--- config.mk ---
export PLATFORM = sky130hd
export DESIGN_NAME = timeout_table_scheduler
export DESIGN_NICKNAME = d
export VERILOG_FILES = /design/src/hdl/tts_pkg.sv /design/src/hdl/tts_slot_store.sv /design/src/hdl/timeout_table_scheduler.sv
export VERILOG_INCLUDE_DIRS = /design/src /design/src/hdl
export SDC_FILE = /design/constraint.sdc
export NUM_CORES = 2
export LEC_CHECK = 0
export BUFFER_PORTS_ARGS = -buffer_cell sky130_fd_sc_hd__buf_2
export CAP_MARGIN = 20
export CORE_MARGIN = 3
export CORE_UTILIZATION = 27
export CTS_CLUSTER_DIAMETER = 120
export DETAILED_ROUTE_END_ITERATION = 7
export HOLD_SLACK_MARGIN = 0.15
export SLEW_MARGIN = 20
export SYNTH_ARGS = -nofsm -noshare
export SYNTH_HDL_FRONTEND = slang
export SYNTH_HIERARCHICAL = 1
export SYNTH_SLANG_ARGS = --single-unit
--- constraint.sdc ---
create_clock -name i_clk -period 18.1 [get_ports i_clk]
set_input_delay 1.81 -clock i_clk [delete_from_list [all_inputs] [get_ports i_clk]]
set_output_delay 1.81 -clock i_clk [all_outputs]
set_load 0.005 [all_outputs]
--- src/hdl/assert_macros.svh ---
// Assertion macros used by the top-level RTL file of the timeout table scheduler.
`ifndef ASSERT_MACROS_SVH
`define ASSERT_MACROS_SVH

`ifndef SYNTHESIS

`define ASSERT_IMPLY(lbl, clk, rst_n, ante, cons) \
    lbl: assert property (@(posedge clk) disable iff (!(rst_n)) (ante) |-> (cons)) \
        else $error("implication check failed");

`define ASSERT_NEXT(lbl, clk, rst_n, ante, cons) \
    lbl: assert property (@(posedge clk) disable iff (!(rst_n)) (ante) |=> (cons)) \
        else $error("next-cycle check failed");

`else

`define ASSERT_IMPLY(lbl, clk, rst_n, ante, cons)

`define ASSERT_NEXT(lbl, clk, rst_n, ante, cons)

`endif

`endif

--- src/hdl/tts_pkg.sv ---
// Shared types and constants of the timeout table scheduler.
package tts_pkg;

    localparam int SLOTS_DEF = 16;

    localparam logic [15:0] IDLE_WAIT_RST = 16'd500;

    localparam logic [2:0] MODE_SET     = 3'd0;
    localparam logic [2:0] MODE_CLEAR   = 3'd1;
    localparam logic [2:0] MODE_QUERY   = 3'd2;
    localparam logic [2:0] MODE_CHECK   = 3'd3;
    localparam logic [2:0] MODE_NEAREST = 3'd4;
    localparam logic [2:0] MODE_TICK    = 3'd5;

    localparam logic [1:0] STAT_DONE  = 2'd0;
    localparam logic [1:0] STAT_FULL  = 2'd1;
    localparam logic [1:0] STAT_EMPTY = 2'd2;

    typedef struct packed {
        logic [31:0] deadline;
        logic [15:0] key;
        logic [31:0] cookie;
        logic [31:0] order;
    } t_slot;

endpackage

--- src/hdl/tts_slot_store.sv ---
// Slot memory of the timeout table with one write port and one registered read port.
module tts_slot_store #(
    parameter int SLOTS = tts_pkg::SLOTS_DEF,
    localparam int IDXW = $clog2(SLOTS)
) (
    input  logic                 i_clk,
    input  logic                 i_rst_n,
    input  logic                 i_we,
    input  logic [IDXW-1:0]      i_waddr,
    input  tts_pkg::t_slot       i_wdata,
    input  logic                 i_re,
    input  logic [IDXW-1:0]      i_raddr,
    output logic                 o_rvalid,
    output logic [IDXW-1:0]      o_ridx,
    output tts_pkg::t_slot       o_rdata
);

    tts_pkg::t_slot r_mem [SLOTS];
    tts_pkg::t_slot r_rdata;
    logic [IDXW-1:0] r_ridx;
    logic            r_rvalid;

    always_ff @(posedge i_clk) begin
        if (i_we) begin
            r_mem[i_waddr] <= i_wdata;
        end
        if (i_re) begin
            r_rdata <= r_mem[i_raddr];
            r_ridx  <= i_raddr;
        end
    end

    always_ff @(posedge i_clk) begin
        if (!i_rst_n) begin
            r_rvalid <= 1'b0;
        end else begin
            r_rvalid <= i_re;
        end
    end

    assign o_rvalid = r_rvalid;
    assign o_ridx   = r_ridx;
    assign o_rdata  = r_rdata;

endmodule

--- src/hdl/timeout_table_scheduler.sv ---
// Top level of the timeout table scheduler: command decode, slot scan and result words.
//
// A word is taken when start is high and busy is low, and its result appears in the next
// cycle or after the scan, with o_strobe high for exactly one cycle; the receiver cannot
// hold it off. Set and tick need no scan: the lowest free slot comes from the valid bits
// and the entry is written at acceptance. Clear, query, check and nearest read the slot
// memory through its single read port, one slot per cycle, so they keep busy high through
// the scan and drop it in the cycle in which the result is strobed.
// A new word may be started in the cycle in which the previous result is strobed.
`include "assert_macros.svh"

module timeout_table_scheduler #(
    parameter int SLOTS = tts_pkg::SLOTS_DEF
) (
    input  logic               i_clk,
    input  logic               i_rst_n,
    input  logic               start,
    output logic               busy,
    input  logic [2:0]         i_mode,
    input  logic [23:0]        i_delay_ms,
    input  logic [15:0]        i_key,
    input  logic [31:0]        i_arg,
    input  logic               i_cfg_we,
    input  logic [15:0]        i_cfg_wdata,
    output logic               o_strobe,
    output logic [1:0]         o_status,
    output logic               o_scheduled,
    output logic [15:0]        o_fired_key,
    output logic [31:0]        o_fired_arg,
    output logic signed [31:0] o_nearest_ms
);

    localparam int IDXW = $clog2(SLOTS);
    localparam int CNTW = $clog2(SLOTS + 1);

    localparam logic ST_IDLE = 1'b0;
    localparam logic ST_SCAN = 1'b1;

    logic                r_state, n_state;
    logic [2:0]          r_op, n_op;
    logic [15:0]         r_key, n_key;
    logic [CNTW-1:0]     r_cnt, n_cnt;
    logic [SLOTS-1:0]    r_valid, n_valid;
    logic [31:0]         r_now, n_now;
    logic [31:0]         r_next_order, n_next_order;
    logic [15:0]         r_idle_wait;

    logic                r_found, n_found;
    logic                r_hit, n_hit;
    logic [31:0]         r_best_age, n_best_age;
    logic signed [31:0]  r_best_rem, n_best_rem;
    logic [IDXW-1:0]     r_pick, n_pick;
    logic [15:0]         r_fkey, n_fkey;
    logic [31:0]         r_farg, n_farg;

    logic                r_strobe, n_strobe;
    logic [1:0]          r_status, n_status;
    logic                r_sched, n_sched;
    logic [15:0]         r_out_key, n_out_key;
    logic [31:0]         r_out_arg, n_out_arg;
    logic signed [31:0]  r_out_near, n_out_near;

    logic                full;
    logic [IDXW-1:0]     free_idx;
    logic                wr_en;
    tts_pkg::t_slot      wr_data;
    logic                rd_en;
    logic                rd_vld;
    logic [IDXW-1:0]     rd_idx;
    tts_pkg::t_slot      rd_data;

    logic                ev_v;
    logic                ev_match;
    logic                ev_due;
    logic [31:0]         ev_lag;
    logic [31:0]         ev_age;
    logic signed [31:0]  ev_rem;

    tts_slot_store #(
        .SLOTS(SLOTS)
    ) u_store (
        .i_clk    (i_clk),
        .i_rst_n  (i_rst_n),
        .i_we     (wr_en),
        .i_waddr  (free_idx),
        .i_wdata  (wr_data),
        .i_re     (rd_en),
        .i_raddr  (r_cnt[IDXW-1:0]),
        .o_rvalid (rd_vld),
        .o_ridx   (rd_idx),
        .o_rdata  (rd_data)
    );

    assign full = &r_valid;

    always_comb begin
        free_idx = '0;
        for (int i = SLOTS - 1; i >= 0; i--) begin
            if (!r_valid[i]) begin
                free_idx = IDXW'(i);
            end
        end
    end

    assign wr_data.deadline = r_now + {8'd0, i_delay_ms};
    assign wr_data.key      = i_key;
    assign wr_data.cookie   = i_arg;
    assign wr_data.order    = r_next_order;

    assign ev_v     = r_valid[rd_idx];
    assign ev_match = ev_v && (rd_data.key == r_key);
    assign ev_lag   = r_now - rd_data.deadline;
    assign ev_due   = ev_v && !ev_lag[31];
    assign ev_age   = r_next_order - rd_data.order;
    assign ev_rem   = signed'(rd_data.deadline - r_now);

    always_comb begin
        n_state      = r_state;
        n_op         = r_op;
        n_key        = r_key;
        n_cnt        = r_cnt;
        n_valid      = r_valid;
        n_now        = r_now;
        n_next_order = r_next_order;
        n_found      = r_found;
        n_hit        = r_hit;
        n_best_age   = r_best_age;
        n_best_rem   = r_best_rem;
        n_pick       = r_pick;
        n_fkey       = r_fkey;
        n_farg       = r_farg;
        n_strobe     = 1'b0;
        n_status     = r_status;
        n_sched      = r_sched;
        n_out_key    = r_out_key;
        n_out_arg    = r_out_arg;
        n_out_near   = r_out_near;
        wr_en        = 1'b0;
        rd_en        = 1'b0;

        case (r_state)
            ST_IDLE: begin
                if (start) begin
                    n_status   = tts_pkg::STAT_DONE;
                    n_sched    = 1'b0;
                    n_out_key  = '0;
                    n_out_arg  = '0;
                    n_out_near = '0;
                    case (i_mode)
                        tts_pkg::MODE_SET: begin
                            n_strobe = 1'b1;
                            if (full) begin
                                n_status = tts_pkg::STAT_FULL;
                            end else begin
                                wr_en             = 1'b1;
                                n_valid[free_idx] = 1'b1;
                                n_next_order      = r_next_order + 32'd1;
                            end
                        end
                        tts_pkg::MODE_TICK: begin
                            n_strobe = 1'b1;
                            n_now    = r_now + 32'd1;
                        end
                        tts_pkg::MODE_CLEAR, tts_pkg::MODE_QUERY,
                        tts_pkg::MODE_CHECK, tts_pkg::MODE_NEAREST: begin
                            n_state = ST_SCAN;
                            n_op    = i_mode;
                            n_key   = i_key;
                            n_cnt   = '0;
                            n_found = 1'b0;
                            n_hit   = 1'b0;
                        end
                        default: begin
                            n_strobe = 1'b1;
                        end
                    endcase
                end
            end
            ST_SCAN: begin
                if (r_cnt < CNTW'(SLOTS)) begin
                    rd_en = 1'b1;
                    n_cnt = r_cnt + CNTW'(1);
                end
                if (rd_vld) begin
                    case (r_op)
                        tts_pkg::MODE_CLEAR: begin
                            if (ev_match) begin
                                n_valid[rd_idx] = 1'b0;
                            end
                        end
                        tts_pkg::MODE_QUERY: begin
                            if (ev_match) begin
                                n_hit = 1'b1;
                            end
                        end
                        tts_pkg::MODE_CHECK: begin
                            if (ev_due && (!r_found || (ev_age > r_best_age))) begin
                                n_found    = 1'b1;
                                n_best_age = ev_age;
                                n_pick     = rd_idx;
                                n_fkey     = rd_data.key;
                                n_farg     = rd_data.cookie;
                            end
                        end
                        tts_pkg::MODE_NEAREST: begin
                            if (ev_v && (!r_found || (ev_rem < r_best_rem))) begin
                                n_found    = 1'b1;
                                n_best_rem = ev_rem;
                            end
                        end
                        default: begin
                        end
                    endcase
                end else if (r_cnt == CNTW'(SLOTS)) begin
                    n_state  = ST_IDLE;
                    n_strobe = 1'b1;
                    case (r_op)
                        tts_pkg::MODE_QUERY: begin
                            n_sched = r_hit;
                        end
                        tts_pkg::MODE_CHECK: begin
                            if (r_found) begin
                                n_out_key       = r_fkey;
                                n_out_arg       = r_farg;
                                n_valid[r_pick] = 1'b0;
                            end else begin
                                n_status = tts_pkg::STAT_EMPTY;
                            end
                        end
                        tts_pkg::MODE_NEAREST: begin
                            if (r_found) begin
                                n_out_near = r_best_rem;
                            end else begin
                                n_status   = tts_pkg::STAT_EMPTY;
                                n_out_near = signed'({16'd0, r_idle_wait});
                            end
                        end
                        default: begin
                        end
                    endcase
                end
            end
            default: begin
                n_state = ST_IDLE;
            end
        endcase
    end

    always_ff @(posedge i_clk) begin
        if (!i_rst_n) begin
            r_state      <= ST_IDLE;
            r_valid      <= '0;
            r_now        <= '0;
            r_next_order <= '0;
            r_idle_wait  <= tts_pkg::IDLE_WAIT_RST;
            r_strobe     <= 1'b0;
            r_cnt        <= '0;
        end else begin
            r_state      <= n_state;
            r_valid      <= n_valid;
            r_now        <= n_now;
            r_next_order <= n_next_order;
            r_strobe     <= n_strobe;
            r_cnt        <= n_cnt;
            if (i_cfg_we) begin
                r_idle_wait <= i_cfg_wdata;
            end
        end
    end

    always_ff @(posedge i_clk) begin
        r_op       <= n_op;
        r_key      <= n_key;
        r_found    <= n_found;
        r_hit      <= n_hit;
        r_best_age <= n_best_age;
        r_best_rem <= n_best_rem;
        r_pick     <= n_pick;
        r_fkey     <= n_fkey;
        r_farg     <= n_farg;
        r_status   <= n_status;
        r_sched    <= n_sched;
        r_out_key  <= n_out_key;
        r_out_arg  <= n_out_arg;
        r_out_near <= n_out_near;
    end

    assign busy         = (r_state != ST_IDLE);
    assign o_strobe     = r_strobe;
    assign o_status     = r_status;
    assign o_scheduled  = r_sched;
    assign o_fired_key  = r_out_key;
    assign o_fired_arg  = r_out_arg;
    assign o_nearest_ms = r_out_near;

    `ASSERT_IMPLY(a_full_only_when_full, i_clk, i_rst_n, o_strobe && (o_status == tts_pkg::STAT_FULL), $past(full))
    `ASSERT_NEXT(a_scan_ends_in_word, i_clk, i_rst_n, (r_state == ST_SCAN) && (r_cnt == CNTW'(SLOTS)) && !rd_vld, o_strobe && !busy)
    `ASSERT_IMPLY(a_strobe_has_source, i_clk, i_rst_n, o_strobe, $past(r_state == ST_SCAN) || $past(start && !busy))

endmodule
Yosys cells after proc, flatten, opt, wreduce, memory -nomap -nowiden
Memories as Yosys holds them, arrays and structs flattened. A register that Yosys moved wholly into a read port is not among the register bits.
Index checks and enable logic that the tools add are counted.
{ "op_classes": {"addsub": 7, "order_cmp": 9, "eq_ne": 34, "muxes": 97, "n_bitwise": 7, "reduce_logical": 28} }
{ "ops": {"columns": ["op", "n"], "rows": [
  ["32-bit 2-to-1 mux", 9],
  ["16-bit 2-to-1 mux", 14],
  ["32-bit case mux with 2 select lines", 2],
  ["32-bit subtractor", 3],
  ["32-bit by 1-bit adder with 32-bit output (second input constant)", 2],
  ["4-bit 2-to-1 mux", 16],
  ["16-bit case mux with 2 select lines", 2],
  ["1-bit 2-to-1 mux", 34],
  ["32-bit by 24-bit adder with 32-bit output", 1],
  ["16-bit AND", 2],
  ["32-bit greater-than comparator", 1],
  ["32-bit less-than comparator", 1],
  ["16-bit NOT", 2],
  ["2-bit by 1-bit inequality test with 1-bit output (second input constant)", 10],
  ["4-bit AND reduction", 5],
  ["16-bit == test", 1],
  ["16-bit bitwise OR", 1],
  ["16-bit AND reduction", 1],
  ["4-bit by 5-bit less-than comparator with 1-bit output (second input constant)", 3],
  ["5-bit 2-to-1 mux", 3],
  ["5-bit AND reduction", 3],
  ["1-bit demux with 4-bit select", 3],
  ["3-bit by 2-bit == test with 1-bit output (second input constant)", 4],
  ["4-bit by 1-bit greater-or-equal comparator with 1-bit output (second input constant)", 3],
  ["other kinds (23)", 56]
]} }
{ "totals": {"register_bits": 328, "ram_bits": 1792, "in_bits": 95, "out_inout_bits": 85, "wordCells": 206, "mem_count": 1} }
{ "memory_table": {"columns": ["name", "words", "word_bits", "rd", "rd_clocked_by_memory_dff", "wr", "line", "text"], "rows": [
  ["u_store.r_mem", 16, 112, 1, 1, 1, "tts_slot_store.sv:18", "tts_pkg::t_slot r_mem [SLOTS];"]
]} }

Logic depth before layout (Yosys ltp)
{ "depth": {"ltp_word": 25, "ltp_mapped": 22, "depth_no_buf": 22} }

Modules after synthesis
The synthesis kept the hierarchy.
{ "modules_own_cells": {"columns": ["mod", "instances", "cells_each", "area_each_um2", "seq_area_each_um2"], "rows": [
  ["tts_slot_store", 1, 2870, 70436.3, 57315.0],
  ["timeout_table_scheduler", 1, 1952, 19379.8, 8668.3]
]} }

Worst setup path before layout
OpenSTA, ideal clock, no wires.
{ "synth_timing": {"kind": "input -> register", "from": "input i_mode[2]", "to": "memory u_store/r_mem[0][0] (netlist bit) (enable)", "setup_ps": 720, "t_arrival_ps": 10649, "t_required_ps": 17380, "path_slack_ps": 6731, "stages": 5, "path_buffers": 0, "path_cell_list": "nor3_1 > nand3_1 > a21oi_1 > or3b_2 > nor3_1"} }
{ "synth_via": {"elab_chain_len": 6} }
{ "synth_lines": {"columns": ["item", "line", "text"], "rows": [
  ["start: declaration", "timeout_table_scheduler.sv:19", "input logic [2:0] i_mode,"],
  ["3-bit logical NOT", "timeout_table_scheduler.sv:149", "case (i_mode)"],
  ["1-bit 2-to-1 mux", "timeout_table_scheduler.sv:149", null],
  ["1-bit 2-to-1 mux", "timeout_table_scheduler.sv:143", "if (start) begin"],
  ["1-bit 2-to-1 mux", "timeout_table_scheduler.sv:141", "case (r_state)"],
  ["named net wr_en", "timeout_table_scheduler.sv:65", "logic wr_en;"],
  ["1-bit 2-to-1 mux", "tts_slot_store.sv:24", "if (i_we) begin"],
  ["1-bit 2-to-1 mux (implied by the code)", "tts_slot_store.sv:25", "r_mem[i_waddr] <= i_wdata;"],
  ["end: declaration", "tts_slot_store.sv:18", null]
]} }
The timed path passes the listed nets, and every way through them passes these cells.

Final worst setup path
{ "layout_timing": {"from": "register r_next_order[0]", "to": "register r_farg[8] (enable)"} }
{ "layout_via": {"elab_chain_len": 5} }
{ "layout_lines": {"columns": ["item", "line", "text"], "rows": [
  ["start: declaration", "timeout_table_scheduler.sv:45", "logic [31:0] r_next_order, n_next_order;"],
  ["start signal: assignment", "timeout_table_scheduler.sv:262", "r_next_order <= n_next_order;"],
  ["32-bit subtractor", "timeout_table_scheduler.sv:114", "assign ev_age = r_next_order - rd_data.order;"],
  ["named net ev_age[30]", "timeout_table_scheduler.sv:76", "logic [31:0] ev_age;"],
  ["32-bit greater-than comparator", "timeout_table_scheduler.sv:197", "if (ev_due && (!r_found || (ev_age > r_best_age))) begin"],
  ["1-bit logical OR", "timeout_table_scheduler.sv:197", null],
  ["1-bit logical AND", "timeout_table_scheduler.sv:197", null],
  ["4-bit AND reduction (no line)", null, null],
  ["end signal: assignment", "timeout_table_scheduler.sv:280", "r_farg <= n_farg;"],
  ["end: declaration", "timeout_table_scheduler.sv:54", "logic [31:0] r_farg, n_farg;"]
]} }
The timed path passes the listed nets, and every way through them passes these cells.
A chain may end at the register's enable or synchronous reset.

==> results.toml <==
[outcome]
status = "completed"

[drt]
vias = 46400
wl_per_cell_um = 23.3
dr.pass1.iters = 6
drt_iter0_drc = 4721
drc = 0
vias_per_cell = 4.80
postRouteAntennaNets = 0
drt_wl_total_um = 225000

[clocking]
cts_root_buf = "clkbuf_16"
postCtsSetupRepairBufs = 0
cts_resized = 0
cts_sinks = 2232
cts_tree = "built"
ctsHoldBuffers = 0
clkLatencyLatePin_ns = 0.89
htreeDepth = 4
cts_buffers = 221
clockBufferDepth = 4
clkSlewWorstSetupHoldPaths_ns = 0.07

[critical_path]
ff2ff_setup_slack_ns = 11.41
startpoint_type = "flip-flop"
path_delay_family = "compound AO/OA/AOI/OAI gates"
crit_path_max_incr_delay_ns = 0.86
required_ns = 18.57
crit_chain = "inv_1, ha_1, fa_1, nor2b_1, o21ai_1, a21boi_1, o31a_1, a31oi_1, o311a_1, o31a_1, o2111ai_1, nand3_1, ha_1, nand4_1, nor3_1, o21ai_0, and4b_1, o21ai_0, a31oi_1, nor3_2, buf_4"
end_kind = "flip-flop"
worstReg2RegStart = "r_next_order[0]"
path_buf_inv = 2
r2r_end = "r_farg[8]"
crit_fanout = 56
setup.worst_path.end = "r_farg[8]"
critical_path_arrival_ns = 7.16
criticalPathCategory = "reg -> reg"
critical_path_depth = 21
reg2reg_depth = 21
crit_path_start = "r_next_order[0]"
crit_slowest_cell = "buf_4"

[logic_synthesis]
async_reset_ff_share_pct = 0
synth_largest_area_cell = "edfxtp_1"
syn_nets = 5104
seq_area_frac_synth_pct = 73.5
synth_top_area_share_pct = 71.1
synthTopCellsByArea = "edfxtp_1 (71%), mux4_2 (11%), ha_1 (2.6%), dfxtp_1 (2.3%), a22oi_1 (1.9%)"
synth_cell_types = 80
synth_seq_cells = 2232
synthFlopType = "edfxtp_1"
syn_avg_cell_area_sq_um = 18.6
syn_inst = 4822
synth_area_sq_um = 89800
synth_edf_count = 2128
yosys_warnings = 6

[grt]
grt_max_degree = 133
grt_pass1_wl_um = 328000
grt_pass1_vias = 47100
grtUsageTotal_pct = 12.9
gr-total-overflow = 0
grt_antenna_before_repair = 32

[die]
rows = 211
dieArea_sq_um = 340000
start_util_pct = 27.2
core_sq_um = 331000
die_y_um = 583
die_w_um = 583
ios = 180

[placement]
io_buffers = 179
place_congestion = 0.782
hpwl_um = 122000

[sta]
rsz0062_at_grt = "no"
fin_skew_ns = 0.112
finalCriticalPeriod_ns = 6.69
max_freq_mhz = 150
fin_setup_tns_ns = 0
slew_headroom_pct = 22.6
worst_pin_slew_ns = 1.16
min_period_over_period_pct = 36.9
final-setup-viol-count = 0
hold_viol_final = 0
drv_slew = 0

[finish]
top_register = "u_store/r_mem"
fillerInstances = 31700
regArea_sq_um = 66000
mostFrequentLayoutCells = "edfxtp_1 (2128), mux4_2 (453), clkbuf_16 (226)"
area_growth_pct = 14.9
drive_above_1_share_pct = 20.9
nNetsFinal = 5390
multi_input_area_sq_um = 22400
final_common_cell = "edfxtp_1"
largest_reg_flops = 1792

[pwr]
p_leak_uw = 0.0342
p_per_area_nw_per_um2 = 103
peakVddDrop_mv = 0.0822
p_total_uw = 10600

[flow_run]
cap_violations = 0

[hold_path]
hold_class = "reg -> reg"
## layer usage
metal  up-vias  part of all wire, %  track usage (%)
li1      19900                    -                -
met1     24600                   45             18.7
met2      1622                   46             20.0
met3       303                  7.5             2.60
met4        24                  1.9             2.62
met5         -                0.067                0
## power by group
group	switching (uW)	internal [uW]	leakage, uW	total [uW]
sequential	30.2	5680	0.0211	5710
combinational	272	191	0.00972	463
clock	1930	2510	0.00336	4450
total	2240	8390	0.0342	10600
## layout make-up
cell class / count / area share, %
sequential: 2232 / 63.9
multi-input combinational: 2181 / 21.7
clock buffer: 271 / 5.65
tap: 4366 / 5.29
timing repair buffer: 260 / 1.57
clock inverter: 125 / 1.05
inverter: 212 / 0.777
antenna: 12 / 0.0291
## cells in the mapped netlist (all sizes together), types with 11 or more instances
| cell type | count |
|---|---|
| mux4 | 453 |
| o21a | 14 |
| inv | 211 |
| nand2 | 221 |
| clkbuf | 99 |
| o21ai | 75 |
| mux2i | 35 |
| xnor2 | 94 |
| a21oi | 127 |
| o22ai | 15 |
| or3 | 14 |
| o21bai | 18 |
| buf | 98 |
| xor2 | 63 |
| o211ai | 14 |
| a31oi | 11 |
| nand4 | 42 |
| nand3 | 50 |
| nor3 | 30 |
| and2 | 62 |
| ha | 184 |
| nor2 | 194 |
| nor2b | 21 |
| dfxtp | 104 |
| edfxtp | 2128 |
| a21o | 66 |
| a22oi | 224 |
| nand2b | 17 |
| and3 | 31 |
## worst register-to-register path, stage by stage (launching register included)
cell and delay (ns):
dfxtp_1 0.75, inv_1 0.11, ha_1 0.26, fa_1 0.43, nor2b_1 0.15, o21ai_1 0.10, a21boi_1 0.26, o31a_1 0.26
a31oi_1 0.27, o311a_1 0.47, o31a_1 0.33, o2111ai_1 0.24, nand3_1 0.13, ha_1 0.31, nand4_1 0.13, nor3_1 0.40
o21ai_0 0.16, and4b_1 0.22, o21ai_0 0.11, a31oi_1 0.08, nor3_2 0.23, buf_4 0.86
## worst min-delay path by stage
stage,from,endpoint,slack (ns),depth (start not counted)
after floorplan,u_store/o_rdata[32],r_farg[0],0.40,0
after global placement,u_store/o_rdata[37],r_farg[5],0.40,0
after detailed placement,u_store/o_rdata[54],r_farg[22],0.41,0
after CTS,u_store/o_rdata[59],r_farg[27],0.42,0
after global routing,u_store/o_rdata[59],r_farg[27],0.42,0
final,u_store/o_rdata[59],r_farg[27],0.41,0
## stage by stage
step | instance area, sq um | hold WS (ns) | util, % | instances | worst slack (ns)
3_3_place_gp | 96100 | 0.402 | 29.1 | 9251 | 11.11
5_1_grt | 103000 | 0.425 | 31.2 | 9650 | 10.82
6_report | 103000 | 0.413 | 31.2 | 9659 | 11.41
4_1_cts | 103000 | 0.416 | 31.2 | 9647 | 11.43
2_1_floorplan | 89800 | 0.400 | - | 4822 | 6.73
3_5_place_dp | 96100 | 0.407 | 29.1 | 9251 | 11.10
## cells by family (layout without fill, tap and decap cells)
| group | Yosys count | count (layout) | synth area share (%) |
|---|---|---|---|
| DFF | 2232 | 2232 | 73.5 |
| other | 0 | 12 | 0 |
| buffers and inverters | 409 | 868 | 1.97 |
| AOI/OAI and AO/OA | 624 | 624 | 4.77 |
| adders and majority gates | 187 | 187 | 2.63 |
| and+or+nand+nor | 724 | 724 | 3.88 |
| muxes | 489 | 489 | 11.8 |
| xor gates and xnor gates | 157 | 157 | 1.53 |
Note: power is estimated with default switching activity, not from simulation.
